[config.mk]
export PLATFORM = sky130hd
export DESIGN_NAME = kli_ctrl
export DESIGN_NICKNAME = d
export VERILOG_FILES = /design/src/hdl/kli_pkg.sv /design/src/hdl/kli_ctrl.sv
export SDC_FILE = /design/constraint.sdc
export NUM_CORES = 1
export LEC_CHECK = 0
export BUFFER_PORTS_ARGS = -buffer_cell sky130_fd_sc_hd__buf_4
export CAP_MARGIN = 20
export CORE_UTILIZATION = 60
export CTS_CLUSTER_DIAMETER = 40
export DETAILED_ROUTE_END_ITERATION = 7
export HOLD_SLACK_MARGIN = 0.06
export PLACE_DENSITY = 0.91
export SLEW_MARGIN = 20
export SYNTH_ARGS = -nofsm -noshare
export SYNTH_HDL_FRONTEND = slang
export SYNTH_SLANG_ARGS = --single-unit
[constraint.sdc]
create_clock -name clock -period 8.9 [get_ports clock]
set_clock_uncertainty 0.2 [all_clocks]
set_input_delay 0.89 -clock clock [delete_from_list [all_inputs] [get_ports clock]]
set_output_delay 0.89 -clock clock [all_outputs]
set_load 0.01 [all_outputs]
[src/hdl/kli_pkg.sv]
// shared constants, command and status types for the keyframe interpolator
// no dependencies
package kli_pkg;

   localparam int VALUE_W       = 32;
   localparam int LANES         = 4;
   localparam int MAX_KEYFRAMES = 64;
   localparam int KEY_IDX_W     = $clog2(MAX_KEYFRAMES);
   localparam int STEPS_W       = 12;
   localparam int FRAMES_W      = 7;
   localparam int CSR_DATA_W    = 12;
   localparam int CSR_IDX_W     = 1;
   localparam int LANE_W        = $clog2(LANES);
   localparam int DIV_CNT_W     = $clog2(VALUE_W);

   localparam logic [STEPS_W-1:0]  STEPS_RESET  = STEPS_W'(70);
   localparam logic [FRAMES_W-1:0] FRAMES_RESET = FRAMES_W'(33);
   localparam logic [STEPS_W-1:0]  STEP_RESET   = STEPS_W'(33);
   localparam logic [FRAMES_W-1:0] FRAMES_MAX   = FRAMES_W'(MAX_KEYFRAMES);

   localparam logic [CSR_IDX_W-1:0] CSR_STEPS  = 1'b0;
   localparam logic [CSR_IDX_W-1:0] CSR_FRAMES = 1'b1;

   localparam logic OP_WRITE = 1'b0;
   localparam logic OP_TICK  = 1'b1;

   typedef logic [LANES-1:0][VALUE_W-1:0] key_row_type;

   typedef enum logic [6:0] {
      S_IDLE  = 7'b0000001,
      S_RDA   = 7'b0000010,
      S_RDB   = 7'b0000100,
      S_DLOAD = 7'b0001000,
      S_DIV   = 7'b0010000,
      S_ADD   = 7'b0100000,
      S_DONE  = 7'b1000000
   } state_type;

   typedef struct packed {
      logic                 mem_we;
      logic                 rd_en;
      logic [KEY_IDX_W-1:0] rd_addr;
      logic                 cap_a;
      logic                 load_pos;
      logic                 div_start;
      logic [LANE_W-1:0]    lane;
      logic                 inc_we;
      logic                 add_en;
      logic                 out_load;
      logic                 out_playing;
      logic [KEY_IDX_W-1:0] out_segment;
      logic [STEPS_W-1:0]   steps;
   } cmd_type;

   typedef struct packed {
      logic div_done;
   } status_type;

endpackage

[src/hdl/kli_ctrl.sv]
// playback controller: handshakes, config registers, play state and sequencing
// depends on kli_pkg
module kli_ctrl (
   input  logic                              clock,
   input  logic                              reset,
   input  logic                              req_valid,
   output logic                              req_stall,
   input  logic                              req_operation,
   input  logic                              req_start_pressed,
   input  logic                              req_rearm_pressed,
   output logic                              rsp_valid,
   input  logic                              rsp_stall,
   input  logic                              csr_write,
   input  logic [kli_pkg::CSR_IDX_W-1:0]     csr_index,
   input  logic [kli_pkg::CSR_DATA_W-1:0]    csr_data,
   output kli_pkg::cmd_type                  cmd,
   input  kli_pkg::status_type               status
);
   import kli_pkg::*;

   state_type               state_ff, state_in;
   logic [STEPS_W-1:0]      steps_reg_ff;
   logic [FRAMES_W-1:0]     frames_reg_ff;
   logic                    play_ff, play_in;
   logic                    latch_ff, latch_in;
   logic [KEY_IDX_W-1:0]    seg_ff, seg_in;
   logic [STEPS_W-1:0]      step_ff, step_in;
   logic                    begin_ff, begin_in;
   logic [LANE_W-1:0]       lane_ff, lane_in;
   logic                    rsp_valid_ff, rsp_valid_in;
   logic [STEPS_W-1:0]      steps_eff;
   logic [FRAMES_W-1:0]     frames_eff;
   logic                    accept;
   logic                    out_free;
   logic                    start_eff;
   logic                    begin_play;
   logic [KEY_IDX_W-1:0]    seg_next;

   assign steps_eff  = (steps_reg_ff == '0) ? STEPS_W'(1) : steps_reg_ff;
   assign frames_eff = (frames_reg_ff > FRAMES_MAX) ? FRAMES_MAX : frames_reg_ff;
   assign req_stall  = (state_ff != S_IDLE);
   assign accept     = req_valid && (state_ff == S_IDLE);
   assign out_free   = !rsp_valid_ff || !rsp_stall;
   assign start_eff  = req_start_pressed && !latch_ff;
   assign begin_play = start_eff && !play_ff && (frames_eff > FRAMES_W'(1));
   assign seg_next   = seg_ff + 1'b1;

   always_ff @(posedge clock) begin
      if (reset) begin
         steps_reg_ff  <= STEPS_RESET;
         frames_reg_ff <= FRAMES_RESET;
      end else if (csr_write) begin
         case (csr_index)
            CSR_STEPS:  steps_reg_ff  <= csr_data[STEPS_W-1:0];
            CSR_FRAMES: frames_reg_ff <= csr_data[FRAMES_W-1:0];
            default: ;
         endcase
      end
   end

   always_comb begin
      state_in     = state_ff;
      play_in      = play_ff;
      latch_in     = latch_ff;
      seg_in       = seg_ff;
      step_in      = step_ff;
      begin_in     = begin_ff;
      lane_in      = lane_ff;
      rsp_valid_in = rsp_valid_ff;
      cmd          = '0;
      cmd.steps       = steps_eff;
      cmd.lane        = lane_ff;
      cmd.out_playing = play_ff;
      cmd.out_segment = seg_ff;
      if (rsp_valid_ff && !rsp_stall) begin
         rsp_valid_in = 1'b0;
      end
      case (state_ff)
         S_IDLE: begin
            if (accept) begin
               if (req_operation == OP_WRITE) begin
                  cmd.mem_we = 1'b1;
                  state_in   = S_DONE;
               end else if (begin_play) begin
                  // load keyframe 0, divide segment 0, then take the first step
                  play_in  = 1'b1;
                  latch_in = !req_rearm_pressed;
                  seg_in   = '0;
                  step_in  = STEPS_W'(1);
                  begin_in = 1'b1;
                  state_in = S_RDA;
               end else begin
                  if (req_rearm_pressed) begin
                     latch_in = 1'b0;
                  end
                  if (start_eff) begin
                     play_in  = 1'b0;
                     state_in = S_DONE;
                  end else if (!play_ff) begin
                     state_in = S_DONE;
                  end else if (step_ff >= steps_eff) begin
                     if ({2'b00, seg_next} + 8'd2 > {1'b0, frames_eff}) begin
                        seg_in   = '0;
                        play_in  = 1'b0;
                        state_in = S_DONE;
                     end else begin
                        seg_in   = seg_next;
                        step_in  = '0;
                        begin_in = 1'b0;
                        state_in = S_RDA;
                     end
                  end else begin
                     step_in  = step_ff + 1'b1;
                     state_in = S_ADD;
                  end
               end
            end
         end
         S_RDA: begin
            cmd.rd_en   = 1'b1;
            cmd.rd_addr = seg_ff;
            state_in    = S_RDB;
         end
         S_RDB: begin
            cmd.rd_en    = 1'b1;
            cmd.rd_addr  = seg_next;
            cmd.cap_a    = 1'b1;
            cmd.load_pos = begin_ff;
            lane_in      = '0;
            state_in     = S_DLOAD;
         end
         S_DLOAD: begin
            cmd.div_start = 1'b1;
            state_in      = S_DIV;
         end
         S_DIV: begin
            if (status.div_done) begin
               cmd.inc_we = 1'b1;
               if (lane_ff == LANE_W'(LANES-1)) begin
                  state_in = begin_ff ? S_ADD : S_DONE;
               end else begin
                  lane_in  = lane_ff + 1'b1;
                  state_in = S_DLOAD;
               end
            end
         end
         S_ADD: begin
            cmd.add_en = 1'b1;
            state_in   = S_DONE;
         end
         S_DONE: begin
            if (out_free) begin
               cmd.out_load = 1'b1;
               rsp_valid_in = 1'b1;
               state_in     = S_IDLE;
            end
         end
         default: begin
            state_in = S_IDLE;
         end
      endcase
   end

   always_ff @(posedge clock) begin
      if (reset) begin
         state_ff     <= S_IDLE;
         play_ff      <= 1'b0;
         latch_ff     <= 1'b0;
         seg_ff       <= '0;
         step_ff      <= STEP_RESET;
         begin_ff     <= 1'b0;
         lane_ff      <= '0;
         rsp_valid_ff <= 1'b0;
      end else begin
         state_ff     <= state_in;
         play_ff      <= play_in;
         latch_ff     <= latch_in;
         seg_ff       <= seg_in;
         step_ff      <= step_in;
         begin_ff     <= begin_in;
         lane_ff      <= lane_in;
         rsp_valid_ff <= rsp_valid_in;
      end
   end

   assign rsp_valid = rsp_valid_ff;

`ifndef NO_ASSERTIONS
   // a new result only appears when the sequencer finishes an item
   a_rsp_from_done: assert property (@(posedge clock) disable iff (reset)
      $rose(rsp_valid_ff) |-> $past(state_ff == S_DONE))
      else $error("result raised outside the finishing state");

   // an accepted item always leaves the idle state
   a_accept_busy: assert property (@(posedge clock) disable iff (reset)
      accept |=> (state_ff != S_IDLE))
      else $error("accepted item not taken up by the sequencer");

   // divider completion is only seen while waiting for it
   a_div_done_state: assert property (@(posedge clock) disable iff (reset)
      status.div_done |-> (state_ff == S_DIV))
      else $error("divider finished outside the division state");

   // a pending result is not overwritten
   a_no_overwrite: assert property (@(posedge clock) disable iff (reset)
      (rsp_valid_ff && rsp_stall) |-> !cmd.out_load)
      else $error("stalled result overwritten");
`endif

endmodule

== Yosys cells after proc, flatten, opt, wreduce, memory -nomap -nowiden ==
Cells that the tools add are included.

* Register bits: 50
* Bits of input ports: 22
* Output and inout bits: 37
* Logic and storage cells: 113

* Add/subtract/negate cells: 4
* Magnitude comparators: 4
* Eq/ne operators: 16
* Multiplexer cells: 53
* Bitwise gates (word level): 1
* Reduce and logical (&&, ||, !) cells: 25

{| class="wikitable"
|+ Operators by type and width
! operator !! count
|-
| $mux W7 || 12
|-
| $mux W12 || 6
|-
| $pmux W7 S7 || 1
|-
| $mux W6 || 5
|-
| $mux W1 || 24
|-
| $pmux W7 S2 || 1
|-
| $add A12 B1 Y12 const B || 1
|-
| $ge A12 B12 Y1 || 1
|-
| $logic_not A12 Y1 || 1
|-
| $reduce_and A6 Y1 || 2
|-
| $ne A2 B2 Y1 const B || 5
|-
| $reduce_and A3 Y1 || 3
|-
| $reduce_bool A2 Y1 || 4
|-
| $add A6 B2 Y7 const B || 1
|-
| $eq A7 B1 Y1 const B || 1
|-
| $eq A7 B2 Y1 const B || 1
|-
| $eq A7 B3 Y1 const B || 1
|-
| $eq A7 B4 Y1 const B || 1
|-
| $eq A7 B5 Y1 const B || 1
|-
| $eq A7 B6 Y1 const B || 1
|-
| $eq A7 B7 Y1 const B || 1
|-
| $gt A7 B1 Y1 const B || 1
|-
| $gt A7 B7 Y1 || 1
|-
| $gt A7 B7 Y1 const B || 1
|-
| 15 further kinds || 26
|}

== Logic depth before layout (Yosys ltp) ==
* Word-level depth: 11
* Gate-level depth with buffers: 15
* Gate-level depth less buffers: 14

== Worst setup path before layout ==
Ideal clock, no wire load.

* Path kind: register -> register
* From: register seg_ff[0]
* To: register step_ff[2]
* Setup time: 120 ps
* Arrival: 3070 ps
* Data required time: 8580 ps
* Slack: 5510 ps
* Cell stages (with the launch flop): 16
* Clock period less this slack: 3390 ps
* Cell sequence: dfxtp_1 -> ha_1 -> nand3_1 -> xor2_1 -> nor2_1 -> nand2_1 -> xor2_1 -> ha_1 -> and4_1 -> a21boi_0 -> o31ai_2 -> nand3_1 -> o21a_1 -> buf_2 -> o211ai_1 -> nand2_1

* Longest elaborated chain between the ends: 5

{| class="wikitable"
|+ Ends and longest elaborated chain
! what !! line !! text
|-
| start: declaration || kli_ctrl.sv:26 || <nowiki>logic [KEY_IDX_W-1:0] seg_ff, seg_in;</nowiki>
|-
| start signal: assignment || kli_ctrl.sv:178 || <nowiki>seg_ff <= seg_in;</nowiki>
|-
| $add A6 B1 Y6 || kli_ctrl.sv:46 || <nowiki>assign seg_next = seg_ff + 1'b1;</nowiki>
|-
| $add A6 B2 Y7 || kli_ctrl.sv:102 || <nowiki>if ({2'b00, seg_next} + 8'd2 > {1'b0, frames_eff}) begin</nowiki>
|-
| $gt A7 B7 Y1 || kli_ctrl.sv:102 ||
|-
| $ne A3 B3 Y1 (no source line) || -- ||
|-
| $reduce_and A6 Y1 (no source line) || -- ||
|-
| end signal: assignment || kli_ctrl.sv:179 || <nowiki>step_ff <= step_in;</nowiki>
|-
| end: declaration || kli_ctrl.sv:27 || <nowiki>logic [STEPS_W-1:0] step_ff, step_in;</nowiki>
|}

No other way between the ends.
A chain may end at the register's enable or synchronous reset.

== Final worst setup path ==
Ends and elaborated chain as after synthesis.

==> out/metrics.cfg <==
[yosys]
synth_cell_types=50
yosys_warnings=0
yosys_register_bits=50
syn_area_um2=3100
ys_seq_area_share_pct=32.2
syn_nets=447
synth_cells=402
syn_area_per_cell_um2=7.72

[timing]
whs_ns=0.271
finalSetupViolations=0
min_period_ns=4.08
setup_tns_ns=0
hold_violations=0
rsz0062_at_grt=no
fin_crit_sh_pct=45.8
slew_headroom_pct=33.5
fmax_ghz=0.245
slew_violations=0
worstMarginPinSlew_ns=0.996

[worst_setup_path]
arrival_ns=4.08
cp_max_fo=8
path_class=reg -> reg
cp-start-kind=flip-flop
crit_chain=ha_1 -> nand3_1 -> xor2_1 -> nor2_1 -> nand2_1 -> xor2_1 -> ha_1 -> and4_1 -> a21boi_0 -> o31ai_2 -> nand3_1 -> o21ai_0 -> or4_1 -> nand2_1
slowest_delay_ns=0.56
cp-end-kind=flip-flop
slowest_stage=o31ai_2
worst-endpoint-required_ns=8.90

[drt]
dr.pass1.iters=4
drt-initial-drc-count=223
final_antenna_net_count=0
vias=3077
vias_per_cell=6.06
drc=0
wire_per_inst_um=14.6
wirelength_um=7430

[global_routing]
overflow=0
grt_max_degree=43
grt_antenna_before_repair=0
grt_pass1_wl_um=12200
grt_pass1_vias=2698
grtUsageTotal_pct=28.2

[placement]
placedCellCount=500
io_buffers=58
gp_congestion=0.895
detailed_place_hpwl_um=5540

[die]
die_x_um=73.9
die_y_um=73.9
dieArea_um2=5470
design.core.area_um2=4850
io_pins=59
start_util_pct=64.0
rows=25

[cts]
clock_sinks=50
max-clock-path-buffers=2
h-tree-depth=2
numCtsBuffers=5
clkLatencyLatePin_ns=0.31
clkTransAtPathRegs_ns=0.10
ctsResizeCount=0
cts_tree=built
root_buffer=clkbuf_8
cts_hold_buf=0
cts_setup_buffers=0

[power]
power.total_uw=583
power.leakage_uw=0.00154
ir_drop_uv=95.1
powerDensity_nw_per_um2=161

[finish]
multi_input_area_um2=1890
instances_no_fill=508
final_cell_mix=nand2_1, buf_4, dfxtp_1, a21oi_1, ha_1
final_common_cell=nand2_1
drive_gt1_share_pct=17.7
fin_util_pct=74.5
layout.nets=485
area_growth_syn_to_layout_pct=16.4
fill_cells=383
n_antenna_cell=0
final-seq-area_um2=1000

[hold_path]
hold_class=reg -> reg

[outcome]
status=completed

[flow_run]
drv_cap=0

[power breakdown]
group	switching (µW)	internal [µW]
logic	96.5	69.0
registers	17.1	238
clock network	78.4	84.0
[critical path, delay by kind of cell (launching register included)]
| family | cells | cell delay [ns] |
|---|---|---|
| AOI/OAI and AO/OA | 3 | 1.12 |
| adders and majority gates | 2 | 0.56 |
| xor gates and xnor gates | 2 | 0.56 |
| DFF | 1 | 0.48 |
| and+or+nand+nor | 7 | 1.03 |
[per-stage QoR]
stage | area (µm²) | setup WS [ns]
after CTS | 3610 | 4.94
after global placement | 3500 | 5.27
after floorplan | 3100 | 5.51
final | 3610 | 4.82
after detailed placement | 3500 | 5.04
after global routing | 3610 | 4.60
[worst paths after layout]
kind / startpoint / endpoint / slack, ns / cells after the start
min: steps_reg_ff[0] / steps_reg_ff[0] / 0.27 / 2
min reg2reg: steps_reg_ff[0] / steps_reg_ff[0] / 0.27 / 2
max reg2reg: seg_ff[0] / step_ff[2] / 4.82 / 14
max: seg_ff[0] / step_ff[2] / 4.82 / 14
[flip-flops by register name (all words and copies together) (netlist names), 2 cells and up]
| register | cells |
|---|---|
| step_ff | 12 |
| state_ff | 7 |
| seg_ff | 6 |
| steps_reg_ff | 12 |
| frames_reg_ff | 7 |
| lane_ff | 2 |
[final cells by class]
type / count / share of cell area [%]
Multi-Input combinational cell: 302 / 52.4
Sequential cell: 50 / 27.7
Timing Repair Buffer: 59 / 12.3
Tap cell: 67 / 2.32
Inverter: 22 / 2.29
Clock buffer: 6 / 2.01
Clock inverter: 2 / 1.04
[synthesized netlist by cell type (all sizes together)]
cell type	instances	area, µm²
o21ai	18	90.1
o2111a	1	11.3
or2	6	37.5
a211oi	5	37.5
mux2i	3	30.0
nand4	6	37.5
o211ai	5	37.5
nand3b	7	52.6
nor4	5	46.3
ha	23	288
and4b	1	10.0
a31o	1	8.76
o21a	2	15.0
nor2b	3	18.8
a22oi	1	7.51
buf	8	52.6
a21boi	1	7.51
or4	6	45.0
nor3b	1	7.51
nor4b	1	8.76
a31oi	2	12.5
o31ai	2	20.0
and4	2	17.5
or3	6	42.5
nand2	62	233
and3	7	43.8
o311a	1	10.0
nor3	9	45.0
dfxtp	50	1000
a21oi	39	199
nand3	21	105
xnor2	2	17.5
o311ai	1	26.3
nand2b	10	62.6
a221oi	1	8.76
inv	22	82.6
nor2	18	67.6
o22ai	1	6.26
clkbuf	20	75.1
a21o	3	22.5
xor2	6	52.6
a211o	9	78.8
and2	4	25.0
[cell families (layout without fill, tap and decap cells)]
| logic type | Yosys count | in the layout | synth area share [%] |
|---|---|---|---|
| mux | 3 | 3 | 0.967 |
| buf+inv | 50 | 89 | 6.77 |
| xor+xnor | 8 | 8 | 2.26 |
| flops | 50 | 50 | 32.2 |
| fa+ha+maj | 23 | 23 | 9.27 |
| simple gates | 175 | 175 | 29.2 |
| compound gates | 93 | 93 | 19.3 |
[metal layers]
layer	wire (µm)	track usage, %
met3	410	5.42
met4	172	11.1
met5	0	0
met2	3660	49.2
met1	3190	34.2
Power figures use the tool's default switching activity.
